<file path="config.mk">
export PLATFORM = sky130hd
export DESIGN_NAME = tqle_ctrl
export DESIGN_NICKNAME = d
export VERILOG_FILES = /design/src/tqle_pkg.sv /design/src/tqle_ctrl.sv
export SDC_FILE = /design/constraint.sdc
export NUM_CORES = 1
export LEC_CHECK = 0
export BUFFER_PORTS_ARGS = -buffer_cell sky130_fd_sc_hd__buf_2
export CAP_MARGIN = 20
export CORE_AREA = 10 10 47 49
export DETAILED_ROUTE_END_ITERATION = 7
export DIE_AREA = 0 0 57 59
export MAX_ROUTING_LAYER = met4
export SLEW_MARGIN = 30
export SYNTH_ARGS = -nofsm -noshare
export SYNTH_HDL_FRONTEND = slang
export SYNTH_SLANG_ARGS = --single-unit
</file>
<file path="constraint.sdc">
create_clock -name clk -period 1.9 [get_ports clk]
set_input_delay 0.38 -clock clk [delete_from_list [all_inputs] [get_ports clk]]
set_output_delay 0.38 -clock clk [all_outputs]
set_load 0.01 [all_outputs]
</file>
<file path="src/tqle_pkg.sv">
`default_nettype none

package tqle_pkg;

  localparam int STAGES     = 32;
  localparam int GRID_CELLS = 81;
  localparam int ROWS       = STAGES * GRID_CELLS;
  localparam int ROW_W      = $clog2(ROWS);
  localparam int STAGE_W    = $clog2(STAGES);
  localparam int CELL_W     = $clog2(GRID_CELLS);

  // 0.01 in Q15.16, and one in Q15.16.
  localparam int STEP_COST = 655;
  localparam int ONE_Q16   = 65536;

  localparam logic [2:0] CFG_LEARN_RATE       = 3'd0;
  localparam logic [2:0] CFG_DISCOUNT         = 3'd1;
  localparam logic [2:0] CFG_EXPLORE_RATE     = 3'd2;
  localparam logic [2:0] CFG_SINGLE_STAGE     = 3'd3;
  localparam logic [2:0] CFG_STOP_ON_PROGRESS = 3'd4;

  localparam logic MODE_UPDATE = 1'b0;
  localparam logic MODE_ACT    = 1'b1;

  typedef logic signed [31:0] q_t;
  typedef logic [3:0][31:0]   row_t;

  typedef struct packed {
    logic        mode;
    logic [4:0]  stage;
    logic [6:0]  cell_req;
    logic [1:0]  move_taken;
    logic [6:0]  next_cell;
    logic        progress;
    logic        success;
    logic [15:0] explore_draw;
    logic [1:0]  random_move;
    logic [7:0]  tie_draw;
  } in_item_t;

  typedef struct packed {
    logic [1:0] chosen_move;
    logic       explored;
    q_t         entry_value;
  } out_item_t;

  typedef struct packed {
    logic [15:0] learn_rate;
    logic [15:0] discount;
    logic [15:0] explore_rate;
    logic        single_stage;
    logic        stop_on_progress;
  } cfg_t;

  typedef struct packed {
    logic load;
    logic rd_next;
    logic rd_cur;
    logic cap_max;
    logic cap_row;
    logic mul_g;
    logic tgt;
    logic diff;
    logic mul_a;
    logic write;
    logic pick;
    logic clr_step;
  } cmd_t;

  typedef struct packed {
    logic mode;
    logic clr_last;
  } status_t;

  // Saturates a 35-bit signed sum to the signed 32-bit range.
  function automatic q_t sat32(logic signed [34:0] x);
    if (x > 35'sd2147483647) begin
      return 32'sh7fffffff;
    end
    if (x < -35'sd2147483648) begin
      return 32'sh80000000;
    end
    return q_t'(x);
  endfunction

  // Tie draw modulo a tie count of one to four. Since four is one modulo
  // three, the base-four digit sum keeps the remainder by three.
  function automatic logic [1:0] tie_index(logic [7:0] d, logic [2:0] n);
    logic [3:0] s;
    logic [1:0] r;
    s = 4'(d[1:0]) + 4'(d[3:2]) + 4'(d[5:4]) + 4'(d[7:6]);
    case (n)
      3'd2: r = {1'b0, d[0]};
      3'd3: begin
        if (s >= 4'd12) begin
          r = 2'd0;
        end else if (s >= 4'd9) begin
          r = 2'(s - 4'd9);
        end else if (s >= 4'd6) begin
          r = 2'(s - 4'd6);
        end else if (s >= 4'd3) begin
          r = 2'(s - 4'd3);
        end else begin
          r = 2'(s);
        end
      end
      3'd4: r = d[1:0];
      default: r = 2'd0;
    endcase
    return r;
  endfunction

endpackage

`default_nettype wire

</file>
<file path="src/tqle_ctrl.sv">
`default_nettype none

module tqle_ctrl (
  input  wire logic              clk,
  input  wire logic              rst,
  input  wire logic              in_valid,
  output logic                   in_ready,
  output logic                   out_valid,
  input  wire logic              out_ready,
  input  wire tqle_pkg::status_t status,
  output tqle_pkg::cmd_t         cmd
);

  typedef enum logic [3:0] {
    ST_CLEAR,
    ST_IDLE,
    ST_RD_NEXT,
    ST_MAX_N,
    ST_MULG,
    ST_TGT,
    ST_DIFF,
    ST_MULA,
    ST_WRITE,
    ST_RD_CUR,
    ST_MAX_C,
    ST_PICK
  } state_t;

  state_t state;
  logic   out_free;

  assign out_free = !out_valid || out_ready;
  assign in_ready = (state == ST_IDLE);

  always_comb begin
    cmd          = '0;
    cmd.load     = (state == ST_IDLE) && in_valid;
    cmd.clr_step = (state == ST_CLEAR);
    cmd.rd_next  = (state == ST_RD_NEXT);
    cmd.rd_cur   = (state == ST_MAX_N) || (state == ST_RD_CUR);
    cmd.cap_max  = (state == ST_MAX_N) || (state == ST_MAX_C);
    cmd.cap_row  = (state == ST_MULG) || (state == ST_MAX_C);
    cmd.mul_g    = (state == ST_MULG);
    cmd.tgt      = (state == ST_TGT);
    cmd.diff     = (state == ST_DIFF);
    cmd.mul_a    = (state == ST_MULA);
    cmd.write    = (state == ST_WRITE) && out_free;
    cmd.pick     = (state == ST_PICK) && out_free;
  end

  always_ff @(posedge clk) begin
    if (rst) begin
      state     <= ST_CLEAR;
      out_valid <= 1'b0;
    end else begin
      if (cmd.write || cmd.pick) begin
        out_valid <= 1'b1;
      end else if (out_ready) begin
        out_valid <= 1'b0;
      end
      case (state)
        ST_CLEAR: begin
          if (status.clr_last) begin
            state <= ST_IDLE;
          end
        end
        ST_IDLE: begin
          if (in_valid) begin
            state <= (status.mode == tqle_pkg::MODE_ACT) ? ST_RD_CUR : ST_RD_NEXT;
          end
        end
        ST_RD_NEXT: state <= ST_MAX_N;
        ST_MAX_N:   state <= ST_MULG;
        ST_MULG:    state <= ST_TGT;
        ST_TGT:     state <= ST_DIFF;
        ST_DIFF:    state <= ST_MULA;
        ST_MULA:    state <= ST_WRITE;
        ST_WRITE: begin
          if (out_free) begin
            state <= ST_IDLE;
          end
        end
        ST_RD_CUR: state <= ST_MAX_C;
        ST_MAX_C:  state <= ST_PICK;
        ST_PICK: begin
          if (out_free) begin
            state <= ST_IDLE;
          end
        end
        default: state <= ST_IDLE;
      endcase
    end
  end

endmodule

`default_nettype wire

</file>
; ---- Word-level counts from Yosys, hierarchy flattened
; Index checks and enable logic that the tools add are counted.
[totals]
reg_bits = 5
input_bits = 6
out_inout_bits = 14
wordCells = 36
[classes]
n_eq_ne = 14
n_mux = 7
reduce_logical = 13
[op_table]
columns = operator, count
row1 = one-hot mux 4 bit (11 select lines), 1
row2 = "== test 4 x 3 -> 1 bit, second input constant", 4
row3 = "== test 4 bit, second input constant", 4
row4 = 2-to-1 mux 4 bit, 4
row5 = "== test 4 x 2 -> 1 bit, second input constant", 2
row6 = logical OR 1 bit, 5
row7 = "== test 4 x 1 -> 1 bit, second input constant", 1
row8 = logical NOT 4 bit, 1
row9 = "inequality test 2 bit, second input constant", 2
row10 = logical AND 1 bit, 3
row11 = AND reduction 3 bit, 1
row12 = 2-to-1 mux 1 bit, 2
row13 = "inequality test 2 x 1 -> 1 bit, second input constant", 1
row14 = nonzero test 2 bit, 1
row15 = OR reduction 2 bit, 1
row16 = logical NOT 1 bit, 1

; ---- Logic depth before layout (Yosys ltp)
[depth]
word_depth = 5
ltp_mapped = 5
mapped_depth_nobuf = 4

; ---- Worst setup path before layout
; No wires, ideal clock.
[synth_timing]
path_kind = reg-to-output
start = reg state[1]
end = out cmd[11] (netlist bit)
arrival_time_ps = 1114
required_time_ps = 1520
setup_slack_ps = 406
stages_incl_launch_ff = 5
path_buffers = 1
path_cell_list = dfxtp_1 buf_2 nand2b_1 nor3_1 and2_1
[synth_lines]
columns = element, line
row1 = "start, declared", tqle_ctrl.sv:29  ; state_t state;
row2 = "start signal, assigned", tqle_ctrl.sv:69  ; state <= (status.mode == tqle_pkg::MODE_ACT) ? ST_RD_CUR : ST_RD_NEXT;
row3 = "end, declared", tqle_ctrl.sv:11  ; output tqle_pkg::cmd_t cmd

==> metrics.md <==
| Metric | Value |
|---|---|
| DIE HEIGHT | `roughly 60 microns` |
| Row count | `14` |
| WL per Instance | `~12 microns` |
| Worst EP required | `roughly 1.5 ns` |
| Leak pwr | `0.000261 uW` |
| Clk buf depth | `2` |
| Number of synthesis warnings | `0` |
| Drt drc | `0` |
| Power Density | `between 900 and 1000 nW/um^2` |
| Pre-antenna DRT Iters | `2` |
| Later-pin clock latency in the skew report | `approximately 0.25 ns` |
| H-tree depth | `1` |
| Detail Route Antenna Nets | `0` |
| Register area share after synthesis | `a little under a quarter` |
| Hpwl dp | `944 microns` |
| Crit end category | `output port` |
| Most frequent cells in the layout | `buf_2, nor3_1, nor2_1, a21oi_1` |
| Clk slew on worst S/H paths | `0.05 ns` |
| PortBufs | `19` |
| DR vias/cell | `4.85` |
| Total CTS buffers | `3` |
| Critical path class | `reg -> out` |
| Final Cell Area | `a little under 600 sq um` |
| DR vias | `480` |
| Largest net degree at the start of global routing | `12` |
| Vias in the first global route | `roughly 450` |
| Fillers | `about 160` |
| Gate Count Post-Synth | `61` |
| Final GP Congestion | `around 0.80` |
| WL final | `about 1200 microns` |
| Core Box Area | `about 1400 sq um` |
| Setup TNS Final | `0 ns` |
| Max cap viols | `0` |
| Share of cells above drive strength 1 | `between 30% and 40%` |
| Commonest non-fill, non-tap cell in the layout | `buf_2` |
| Root Buffer Master | `clkbuf_4` |
| Initial drt markers | `8` |
| Slew @ Worst Pin | `about 0.29 ns` |
| Full die area | `~3400 sq um` |
| Fmax | `~560 MHz` |
| Placement Cell Area | `between 500 and 600 sq um` |
| CP top delay family | `simple AND/OR/NAND/NOR gates` |
| Peak supply drop | `just over 0.0004 V` |
| Net count after synthesis | `67` |
| Global route overflow | `0` |
| Distinct cells, synth | `24` |
| Worst rel slew slack | `slightly above 80%` |
| Io pins | `20` |
| Mean Syn Cell Area | `approximately 7.1 sq um` |
| CTS Sinks | `5` |
| Final setup violating endpoints | `0` |
| Hold crit path type | `in -> reg` |
| Critical path's slowest cell | `or3b_2` |
| Postcts setup bufs | `0` |
| ANT cells | `0` |
| Synth Cell Area | `around 430 sq um` |
| Antenna violations before repair | `0` |
| Slowest Stage Delay on Critical Path | `roughly 0.46 ns` |
| Run status | `complete, no violations` |
| Arrival time at the worst endpoint | `1.41 ns` |
| Register bit total from synthesis | `5` |
| DIE WIDTH | `approximately 57 microns` |
| RSZ-0062 raised after global routing | `false` |
| Buf/Inv on CP | `1` |
| CTS tree | `built` |
| Fin. Hold Viols | `0` |
| Final clock period utilization by the worst path | `94.1%` |
| Overall routing resource usage | `~7.4%` |
| Post-Route Skew | `between 0.0015 and 0.002 ns` |
| CP Max Fanout | `11` |
| CP Cell Sequence | `or3b_2 > a21oi_1 > buf_2` |
| First-pass GRT wire length | `approximately 2000 microns` |
| Count of pins over their slew limit | `0` |
| Crit path time final | `~1.8 ns` |
| NumNets Final | `90` |
| Area delta synth->final | `35.2%` |
| Initial Utilization | `~31%` |
| Crit path launch type | `flip-flop` |
| Setup slack, reg-to-reg | `0.58 ns` |
==> final cells by class <==
class | instances | area [sq um] | area share, %
Sequential cell | 5 | 104 | 17.8
Tap cell | 16 | 20.0 | 3.44
Inverter | 1 | 3.75 | 0.645
Timing Repair Buffer | 23 | 125 | 21.5
Multi-Input combinational cell | 50 | 303 | 52.0
Clock buffer | 4 | 26.3 | 4.52
==> stage by stage <==
step                total power (uW)  hold slack, ns  util, %  setup slack, ns  std cells
global placement                 400           0.582     39.4            0.312         95
detailed placement               401           0.588     39.4            0.270         95
CTS                              534           0.373     41.3           0.0803         99
global route                     577           0.371     41.5           0.0315         99
finish                           530           0.369     41.5            0.111         99
floorplan                        323           0.449        -            0.406         61
==> logic make-up (layout without fill, tap and decap cells) <==
group / Yosys count / count (layout) / share of synthesized area [%]
flip-flops: 5 / 5 / 23.3
AND/OR/NAND/NOR: 33 / 33 / 42.2
XOR/XNOR: 4 / 4 / 8.14
multiplexers: 1 / 1 / 2.33
buffers and inverters: 6 / 28 / 6.39
AO/OA/AOI/OAI: 12 / 12 / 17.7
==> synth_stat cells <==
cell / count / area [sq um]
nor3_1: 9 / 45.0
nor2_1: 7 / 26.3
a21oi_1: 5 / 25.0
dfxtp_1: 5 / 100
buf_2: 4 / 20.0
nand2b_1: 4 / 25.0
o21ai_0: 4 / 20.0
nand2_1: 3 / 11.3
xnor2_1: 3 / 26.3
and2b_1: 2 / 15.0
nor3b_1: 2 / 15.0
a31oi_1: 1 / 6.26
a32oi_2: 1 / 16.3
and2_0: 1 / 6.26
and2_1: 1 / 6.26
and4_1: 1 / 8.76
clkbuf_1: 1 / 3.75
inv_1: 1 / 3.75
mux2i_1: 1 / 10.0
nand3b_1: 1 / 7.51
nor4_1: 1 / 6.26
o2111ai_1: 1 / 8.76
or3b_2: 1 / 8.76
xor2_1: 1 / 8.76
==> sequential cells by signal, summed over array words and instances (netlist names) <==
name and cells:
state 4, out_valid 1
==> final timing paths <==
path	cells past startpoint	start	end
setup / recovery	3	state[2]$_SDFFE_PP0P_	cmd[7]
hold reg to reg	2	state[0]$_SDFFE_PP0P_	state[0]$_SDFFE_PP0P_
hold / removal	2	rst	state[3]$_SDFFE_PP0P_
setup reg to reg	4	state[2]$_SDFFE_PP0P_	state[0]$_SDFFE_PP0P_
==> report_power, final <==
| part | internal [uW] | switching, uW | leakage (uW) |
|---|---|---|---|
| clock network | 79.8 | 49.7 | 0.0000150 |
| logic | 112 | 130 | 0.000204 |
| registers | 123 | 35.1 | 0.0000420 |
==> metal layers <==
layer	wire (microns)	track usage, %
met5	0	-
met2	421	8.84
met1	640	9.57
met4	28	5.03
met3	99	3.22
==> repair_timing <==
| item | 4_1_cts | 5_1_grt |
|---|---|---|
| resized for setup | 1 | 2 |
| endpoints found under the setup margin | 1 | 2 |
| hold buffers | 0 | 0 |
Note: power is estimated with default switching activity, not from simulation.
